**config.mk**
```make
export PLATFORM = sky130hd
export DESIGN_NAME = key_hash_slot_with_tag_core
export DESIGN_NICKNAME = d
export VERILOG_FILES = /design/src/design/khs_pkg.sv /design/src/design/khs_hash_state.sv /design/src/design/key_hash_slot_with_tag_core.sv
export SDC_FILE = /design/constraint.sdc
export NUM_CORES = 1
export LEC_CHECK = 0
export BUFFER_PORTS_ARGS = -buffer_cell sky130_fd_sc_hd__buf_2
export CAP_MARGIN = 40
export CORE_MARGIN = 2
export CORE_UTILIZATION = 58
export DETAILED_ROUTE_END_ITERATION = 6
export PLACE_DENSITY = 0.81
export SLEW_MARGIN = 10
export SYNTH_ARGS = -nofsm -noshare
export SYNTH_HDL_FRONTEND = slang
export SYNTH_SLANG_ARGS = --single-unit
```
**constraint.sdc**
```tcl
create_clock -name clk -period 2.7 [get_ports clk]
set_clock_uncertainty 0.2 [all_clocks]
set_input_delay 0.27 -clock clk [delete_from_list [all_inputs] [get_ports clk]]
set_output_delay 0.27 -clock clk [all_outputs]
set_load 0.005 [all_outputs]
```
**src/design/khs_pkg.sv**
```systemverilog
`timescale 1ns / 1ps
// Shared constants, types and the byte-wide CRC-16/XMODEM update for the key hash slot block.
// No dependencies; every other file imports this package.
package khs_pkg;

	// slot geometry
	localparam int SLOT_BITS = 14;
	localparam int SLOT_W    = SLOT_BITS;
	localparam logic [15:0] SLOT_MASK = 16'((32'd1 << SLOT_BITS) - 32'd1);

	// CRC-16/XMODEM: poly 0x1021, init 0, no reflection, no final xor
	localparam logic [15:0] CRC_POLY = 16'h1021;
	localparam logic [15:0] CRC_INIT = 16'h0000;

	// hash tag delimiters
	localparam logic [7:0] OPEN_BRACE  = 8'h7B;
	localparam logic [7:0] CLOSE_BRACE = 8'h7D;

	// one key byte handed from the input register to the hash state
	typedef struct packed {
		logic       go;     // byte is consumed this cycle
		logic       last;   // final byte of the key
		logic [7:0] data;
	} khs_step_t;

	// result of the current byte, meaningful when it is the last one
	typedef struct packed {
		logic [SLOT_W-1:0] slot;
		logic              used_tag;
	} khs_result_t;

	// one byte through the CRC, MSB first, eight shift steps
	function automatic logic [15:0] crc16_byte(input logic [15:0] crc, input logic [7:0] b);
		logic [15:0] c;
		c = crc ^ {b, 8'h00};
		for (int i = 0; i < 8; i++) begin
			if (c[15]) begin
				c = {c[14:0], 1'b0} ^ CRC_POLY;
			end else begin
				c = {c[14:0], 1'b0};
			end
		end
		return c;
	endfunction

endpackage

```
**src/design/khs_hash_state.sv**
```systemverilog
`timescale 1ns / 1ps
// Running CRC registers and hash tag tracking for one key; forms the slot on the last byte.
// Depends on khs_pkg.
module khs_hash_state import khs_pkg::*; (
	input  logic        clk,
	input  logic        arst_n,
	input  khs_step_t   step,
	output khs_result_t result
);

	typedef enum logic [1:0] {
		PH_NONE   = 2'd0,
		PH_INSIDE = 2'd1,
		PH_CLOSED = 2'd2
	} phase_t;

	logic [15:0] whole_crc_q, tag_crc_q;
	phase_t      phase_q;
	logic        nonempty_q;

	logic [15:0] whole_crc_d, tag_crc_d, chosen;
	phase_t      phase_d;
	logic        nonempty_d, use_tag;

	// per-byte update of both CRCs and the tag phase
	always_comb begin
		whole_crc_d = crc16_byte(whole_crc_q, step.data);
		tag_crc_d   = tag_crc_q;
		phase_d     = phase_q;
		nonempty_d  = nonempty_q;
		case (phase_q)
			PH_NONE: begin
				if (step.data == OPEN_BRACE) begin
					phase_d = PH_INSIDE;
				end
			end
			PH_INSIDE: begin
				if (step.data == CLOSE_BRACE) begin
					phase_d = PH_CLOSED;
				end else begin
					tag_crc_d  = crc16_byte(tag_crc_q, step.data);
					nonempty_d = 1'b1;
				end
			end
			default: begin
				phase_d = phase_q;
			end
		endcase
	end

	// pick the tag CRC only for a closed, non-empty tag
	always_comb begin
		use_tag         = (phase_d == PH_CLOSED) && nonempty_d;
		chosen          = use_tag ? tag_crc_d : whole_crc_d;
		result.slot     = SLOT_W'(chosen & SLOT_MASK);
		result.used_tag = use_tag;
	end

	// state registers; the last byte of a key starts the next key clean
	always_ff @(posedge clk or negedge arst_n) begin
		if (!arst_n) begin
			whole_crc_q <= CRC_INIT;
			tag_crc_q   <= CRC_INIT;
			phase_q     <= PH_NONE;
			nonempty_q  <= 1'b0;
		end else if (step.go) begin
			if (step.last) begin
				whole_crc_q <= CRC_INIT;
				tag_crc_q   <= CRC_INIT;
				phase_q     <= PH_NONE;
				nonempty_q  <= 1'b0;
			end else begin
				whole_crc_q <= whole_crc_d;
				tag_crc_q   <= tag_crc_d;
				phase_q     <= phase_d;
				nonempty_q  <= nonempty_d;
			end
		end
	end

endmodule

```
**src/design/key_hash_slot_with_tag_core.sv**
```systemverilog
`timescale 1ns / 1ps
// Top level of the key hash slot block: input register, hash state, result register.
// Depends on khs_pkg and khs_hash_state.
//
// Key bytes enter one word per cycle; a key ends with last_byte set and yields one
// result word, presented from the result register (the input register feeds the hash
// logic, which loads the result register when the last byte moves on). Bytes without
// last_byte yield nothing. The CRC update for a byte is done while it sits in the input
// register, against the running CRC registers, so a new byte can be taken every clock.
// Input is held off only while a finished last byte waits for the result register to
// drain. Slot is the low 14 bits of the CRC-16/XMODEM of the braced hash tag when the
// first '{' is followed by a non-empty region closed by '}', otherwise of the whole key.
// No startup delay after reset.
module key_hash_slot_with_tag_core import khs_pkg::*; (
	input  logic              clk,
	input  logic              arst_n,
	input  logic              in_valid,
	output logic              in_ready,
	input  logic [7:0]        key_byte,
	input  logic              last_byte,
	output logic              out_valid,
	input  logic              out_ready,
	output logic [SLOT_W-1:0] slot,
	output logic              used_tag
);

	logic              valid_s1, last_s1;
	logic [7:0]        byte_s1;
	logic              s1_go;
	khs_step_t         step;
	khs_result_t       result;
	logic              out_valid_q, used_tag_q;
	logic [SLOT_W-1:0] slot_q;

	// a byte moves on unless it is a last byte facing a full result register
	assign s1_go    = valid_s1 && (!last_s1 || !out_valid_q || out_ready);
	assign in_ready = !valid_s1 || s1_go;

	// input register
	always_ff @(posedge clk or negedge arst_n) begin
		if (!arst_n) begin
			valid_s1 <= 1'b0;
		end else if (in_ready) begin
			valid_s1 <= in_valid;
		end
	end

	always_ff @(posedge clk) begin
		if (in_ready && in_valid) begin
			byte_s1 <= key_byte;
			last_s1 <= last_byte;
		end
	end

	assign step = '{go: s1_go, last: last_s1, data: byte_s1};

	khs_hash_state u_state (
		.clk    (clk),
		.arst_n (arst_n),
		.step   (step),
		.result (result)
	);

	// result register
	always_ff @(posedge clk or negedge arst_n) begin
		if (!arst_n) begin
			out_valid_q <= 1'b0;
		end else if (s1_go && last_s1) begin
			out_valid_q <= 1'b1;
		end else if (out_ready) begin
			out_valid_q <= 1'b0;
		end
	end

	always_ff @(posedge clk) begin
		if (s1_go && last_s1) begin
			slot_q     <= result.slot;
			used_tag_q <= result.used_tag;
		end
	end

	assign out_valid = out_valid_q;
	assign slot      = slot_q;
	assign used_tag  = used_tag_q;

	// input stalls only behind a last byte blocked by an unread result
	a_stall_cause: assert property (@(posedge clk) disable iff (!arst_n)
		!in_ready |-> (valid_s1 && last_s1 && out_valid_q && !out_ready))
		else $error("input stalled without a blocked result");

	// a consumed last byte always shows up as a result next cycle
	a_result_loaded: assert property (@(posedge clk) disable iff (!arst_n)
		(s1_go && last_s1) |=> out_valid_q)
		else $error("last byte consumed without a result");

	// a non-last byte never creates a result on its own
	a_no_spurious: assert property (@(posedge clk) disable iff (!arst_n)
		(!out_valid_q && !(s1_go && last_s1)) |=> !out_valid_q)
		else $error("result appeared without a last byte");

endmodule

```
==> results.txt <==
- The flow ran to the end, and the final reports show no timing, DRC or antenna violations.
- Routability-driven placement finished with a final weighted congestion of 0.880.
- Number of maximum-capacitance constraint violations: 0
* Combinational Power Share: about a third
- Power spread over the standard cell area amounts to between 800 and 900 nW/µm².
* RSZ-0062 raised after global routing: no
* Static power due to leakage: about 1.4 nW
* Cell Int Power: between 1.5 and 2 mW
* Initial Utilization: about 60%
* Number of global-route vias before repair: about 2000
- CORE AREA: approximately 5000 µm²
- In this run the vertical extent of the chip is ~75 µm.
- After layout, the minimum clock period comes to roughly 2.4 ns.
- The signal on the critical path passes through or2b_4 > o311a_1 > o21ai_4 > a22o_1.
- Using the TritonRoute via totals, the vias-per-cell ratio works out to ~5.5.
* Setup-violating endpoint count in the final report: 0
- Post-route clock period utilization: between 80% and 90%
- A synthesized cell averages 12.5 µm².
- The number of placed instances, taps included, is 330.
- TritonCTS built the clock tree.
* Slowest stage delay, CP: a little over 0.6 ns
* Clock Root Buffer: sky130_fd_sc_hd__clkbuf_8
- FILL cells: between 300 and 400
* Hold Violations, Final: 0
- The setup path with the least slack is of type flop to flop.
* Number of register bits inferred by synthesis: slightly above 60
- The first routing iteration left 157 violations.
- Fraction of layout instances using a drive strength above 1: ~18%
- Estimated wirelength of the detail-placed design: between 4000 and 5000 µm
- Among all flip-flop cells after synthesis, the most frequent one is sky130_fd_sc_hd__dfrtp_1.
- Htree depth: 3
- STA classifies the critical path startpoint as a flop.
- When the netlist entered floorplanning its net count stood at 250.
* Synthesized instance count: between 200 and 250
- Clock tree synthesis found a total of 61 sinks.
* Layout overhead on the synthesized area: 16.8%
* Largest net degree at the start of global routing: 23
* Highest-count cells in the layout ignoring fill and taps: 37 x sky130_fd_sc_hd__dfrtp_1, 35 x sky130_fd_sc_hd__xnor2_1, 29 x sky130_fd_sc_hd__buf_2
- The die covers approximately 5700 µm².
* Post-layout instance count excluding filler cells: 358
- The Yosys step of the flow raised 0 warnings.
* Net switching share of the total power: about a third
- Total gr overflow: 0
- Overall die width: 75.4 µm
* WL per Instance: ~17 µm
* Clock Power Share: 22.1%
* Diode count: 0
- DRC violations left: 0
- Before antenna repair, the detailed router went through 4 iterations.
* Number of top-level pins: 30
- Count of input and output buffers: 29
- At the end of the flow, the number of nets in the layout was around 300.
* Top fanout value on the critical path: 17
* Antenna violations before repair: 0
* Critical Path AT: ~2.5 ns
* Power share of the sequential group: between 40 and 50%
- The final route contains 1984 vias.
* Crit-path slowest cell: sky130_fd_sc_hd__o311a_1
- Peak clock frequency supported by timing: between 400 and 500 MHz
- In this run, CTS created clock tree buffers numbering 9.
- Kind of end point of the critical path: flop
* Post-route ant nets: 0
* Setup bufs post-CTS: 0
- Count of standard-cell rows: 26
- Bufs on Longest Clock Path: 2
- Global-route total usage across every layer: 24.4%
- The analysis attributes to net switching a power of about 1 mW.
- The number of different library cells used by synthesis comes to 40.
* Proportion of synthesized chip area in sequential cells: 55.6%
- For the worst setup path, the data required time is roughly 2.8 ns.
- Sum of negative setup slack: 0 ns
- Share of flip-flops with an asynchronous set or reset: between 60% and 70%
- At the later pin of the worst-skew pair, clock insertion delay measures around 0.34 ns.
- Leaving out fill and tap cells, the most frequent cell in the layout is sky130_fd_sc_hd__dfrtp_1.
* Syn Std Cell Area: just under 3000 µm²
- Overall routed net length: around 6200 µm
* Global-route wire length before repair: between 9000 and 10000 µm
- Max-slew headroom at the worst pin: between 40% and 50%
- In this run, synthesis inferred 24 flip-flops with an integrated enable.
- The worst hold path belongs to the class input port to asynchronous set/reset pin.
- Clock-pin slew was measured on the worst setup and hold paths at roughly 0.07 ns.
* Cell depth of the worst flop-to-flop path: 4
- For the pin with the worst max-slew slack, the measured transition is just over 0.8 ns.
- Max-slew violation count: 0
- VDD sags by at most 0.524 mV.
## cell usage after synthesis, types with 2 or more instances
cell	number	area share [%]
sky130_fd_sc_hd__a21oi_1	8	1.4
sky130_fd_sc_hd__nand2_1	16	2.0
sky130_fd_sc_hd__o21ai_1	13	2.2
sky130_fd_sc_hd__nor2_1	7	0.89
sky130_fd_sc_hd__dfrtp_1	37	31
sky130_fd_sc_hd__o21ai_0	4	0.68
sky130_fd_sc_hd__nor3_1	3	0.51
sky130_fd_sc_hd__xnor2_1	35	10
sky130_fd_sc_hd__nand2b_1	5	1.1
sky130_fd_sc_hd__inv_1	4	0.51
sky130_fd_sc_hd__mux2i_1	12	4.1
sky130_fd_sc_hd__buf_2	4	0.68
sky130_fd_sc_hd__edfxtp_1	24	24
sky130_fd_sc_hd__xor2_1	12	3.6
sky130_fd_sc_hd__a22o_1	17	5.0
sky130_fd_sc_hd__xnor3_1	2	1.5
sky130_fd_sc_hd__and2_1	2	0.42
sky130_fd_sc_hd__buf_6	3	1.1
sky130_fd_sc_hd__o2bb2ai_1	4	1.2
sky130_fd_sc_hd__nand3b_1	3	0.76
sky130_fd_sc_hd__clkbuf_1	3	0.38
## power groups by stage
stage | sequential (mW) | combinational, mW | clock, mW
2_1_floorplan | 1.33 | 0.692 | 0
3_3_place_gp | 1.34 | 0.937 | 0
3_5_place_dp | 1.34 | 0.970 | 0
4_1_cts | 1.33 | 0.989 | 0.666
5_1_grt | 1.35 | 1.09 | 0.693
6_report | 1.33 | 0.987 | 0.657
## registers in the layout, indices dropped and copies added, names as in the netlist
| signal | count |
|---|---|
| u_state.tag_crc_q | 16 |
| u_state.whole_crc_q | 16 |
| slot | 14 |
| byte_s1 | 8 |
| u_state.phase_q | 2 |
| last_s1 | 1 |
| out_valid | 1 |
| u_state.nonempty_q | 1 |
| used_tag | 1 |
| valid_s1 | 1 |
## worst max-delay path, delay by kind of cell (launching register included)
family	cells	cell delay, ns
and+or+nand+nor	1	0.32
DFF	1	0.50
AOI/OAI and AO/OA	3	1.32
## area by class of cell
class	instances	area, µm²	share of cell area, %
repair buffers	46	323	9.33
clock buffers	9	124	3.58
clock inverters	7	32.5	0.941
flip-flops and latches	61	1650	47.6
inverters	4	15.0	0.434
multi-input cells	161	1230	35.6
well taps	70	87.6	2.53
## path summary, 6_finish.rpt
path	startpoint	slack (ns)	endpoint
hold / removal	arst_n	0.19	u_state.tag_crc_q[3]
max in group asynchronous	arst_n	1.66	u_state.whole_crc_q[4]
min in group clk	u_state.whole_crc_q[9]	0.31	u_state.whole_crc_q[9]
setup reg to reg	byte_s1[1]	0.30	u_state.tag_crc_q[12]
hold reg to reg	u_state.whole_crc_q[9]	0.31	u_state.whole_crc_q[9]
setup / recovery	byte_s1[1]	0.30	u_state.tag_crc_q[12]
## per-stage QoR
step	hold slack [ns]	power [mW]	util [%]	worst slack (ns)	cell area (µm²)
3_3_place_gp	0.217	2.28	63.0	0.344	3150
5_1_grt	0.256	3.13	69.0	0.194	3460
6_report	0.190	2.97	69.0	0.297	3460
2_1_floorplan	-0.226	2.02	-	0.642	2960
3_5_place_dp	0.0292	2.31	63.5	0.324	3180
4_1_cts	0.200	2.99	69.0	0.307	3460
## routing by layer
layer | vias up | track usage, % | share of wire (%)
li1 | 946 | - | -
met1 | 967 | 32.5 | 44
met2 | 58 | 38.7 | 50
met3 | 13 | 4.76 | 4.1
met4 | 0 | 11.7 | 1.6
met5 | - | 0 | 0
## kinds of logic (layout without fill, tap and decap cells)
kind of cell	after synthesis	in the layout	share of synthesized area, %
simple gates	44	44	7.86
compound gates	56	56	14.2
mux	12	12	4.06
buf+inv	15	66	2.83
flops	61	61	55.6
xor+xnor	49	49	15.4
## repair_timing
item,in CTS,in global routing
resized for setup,0,0
setup endpoints to repair,0,0
hold endpoints to repair,48,0
hold buffers,12,0
No activity file was read; power rests on OpenSTA's default activity.
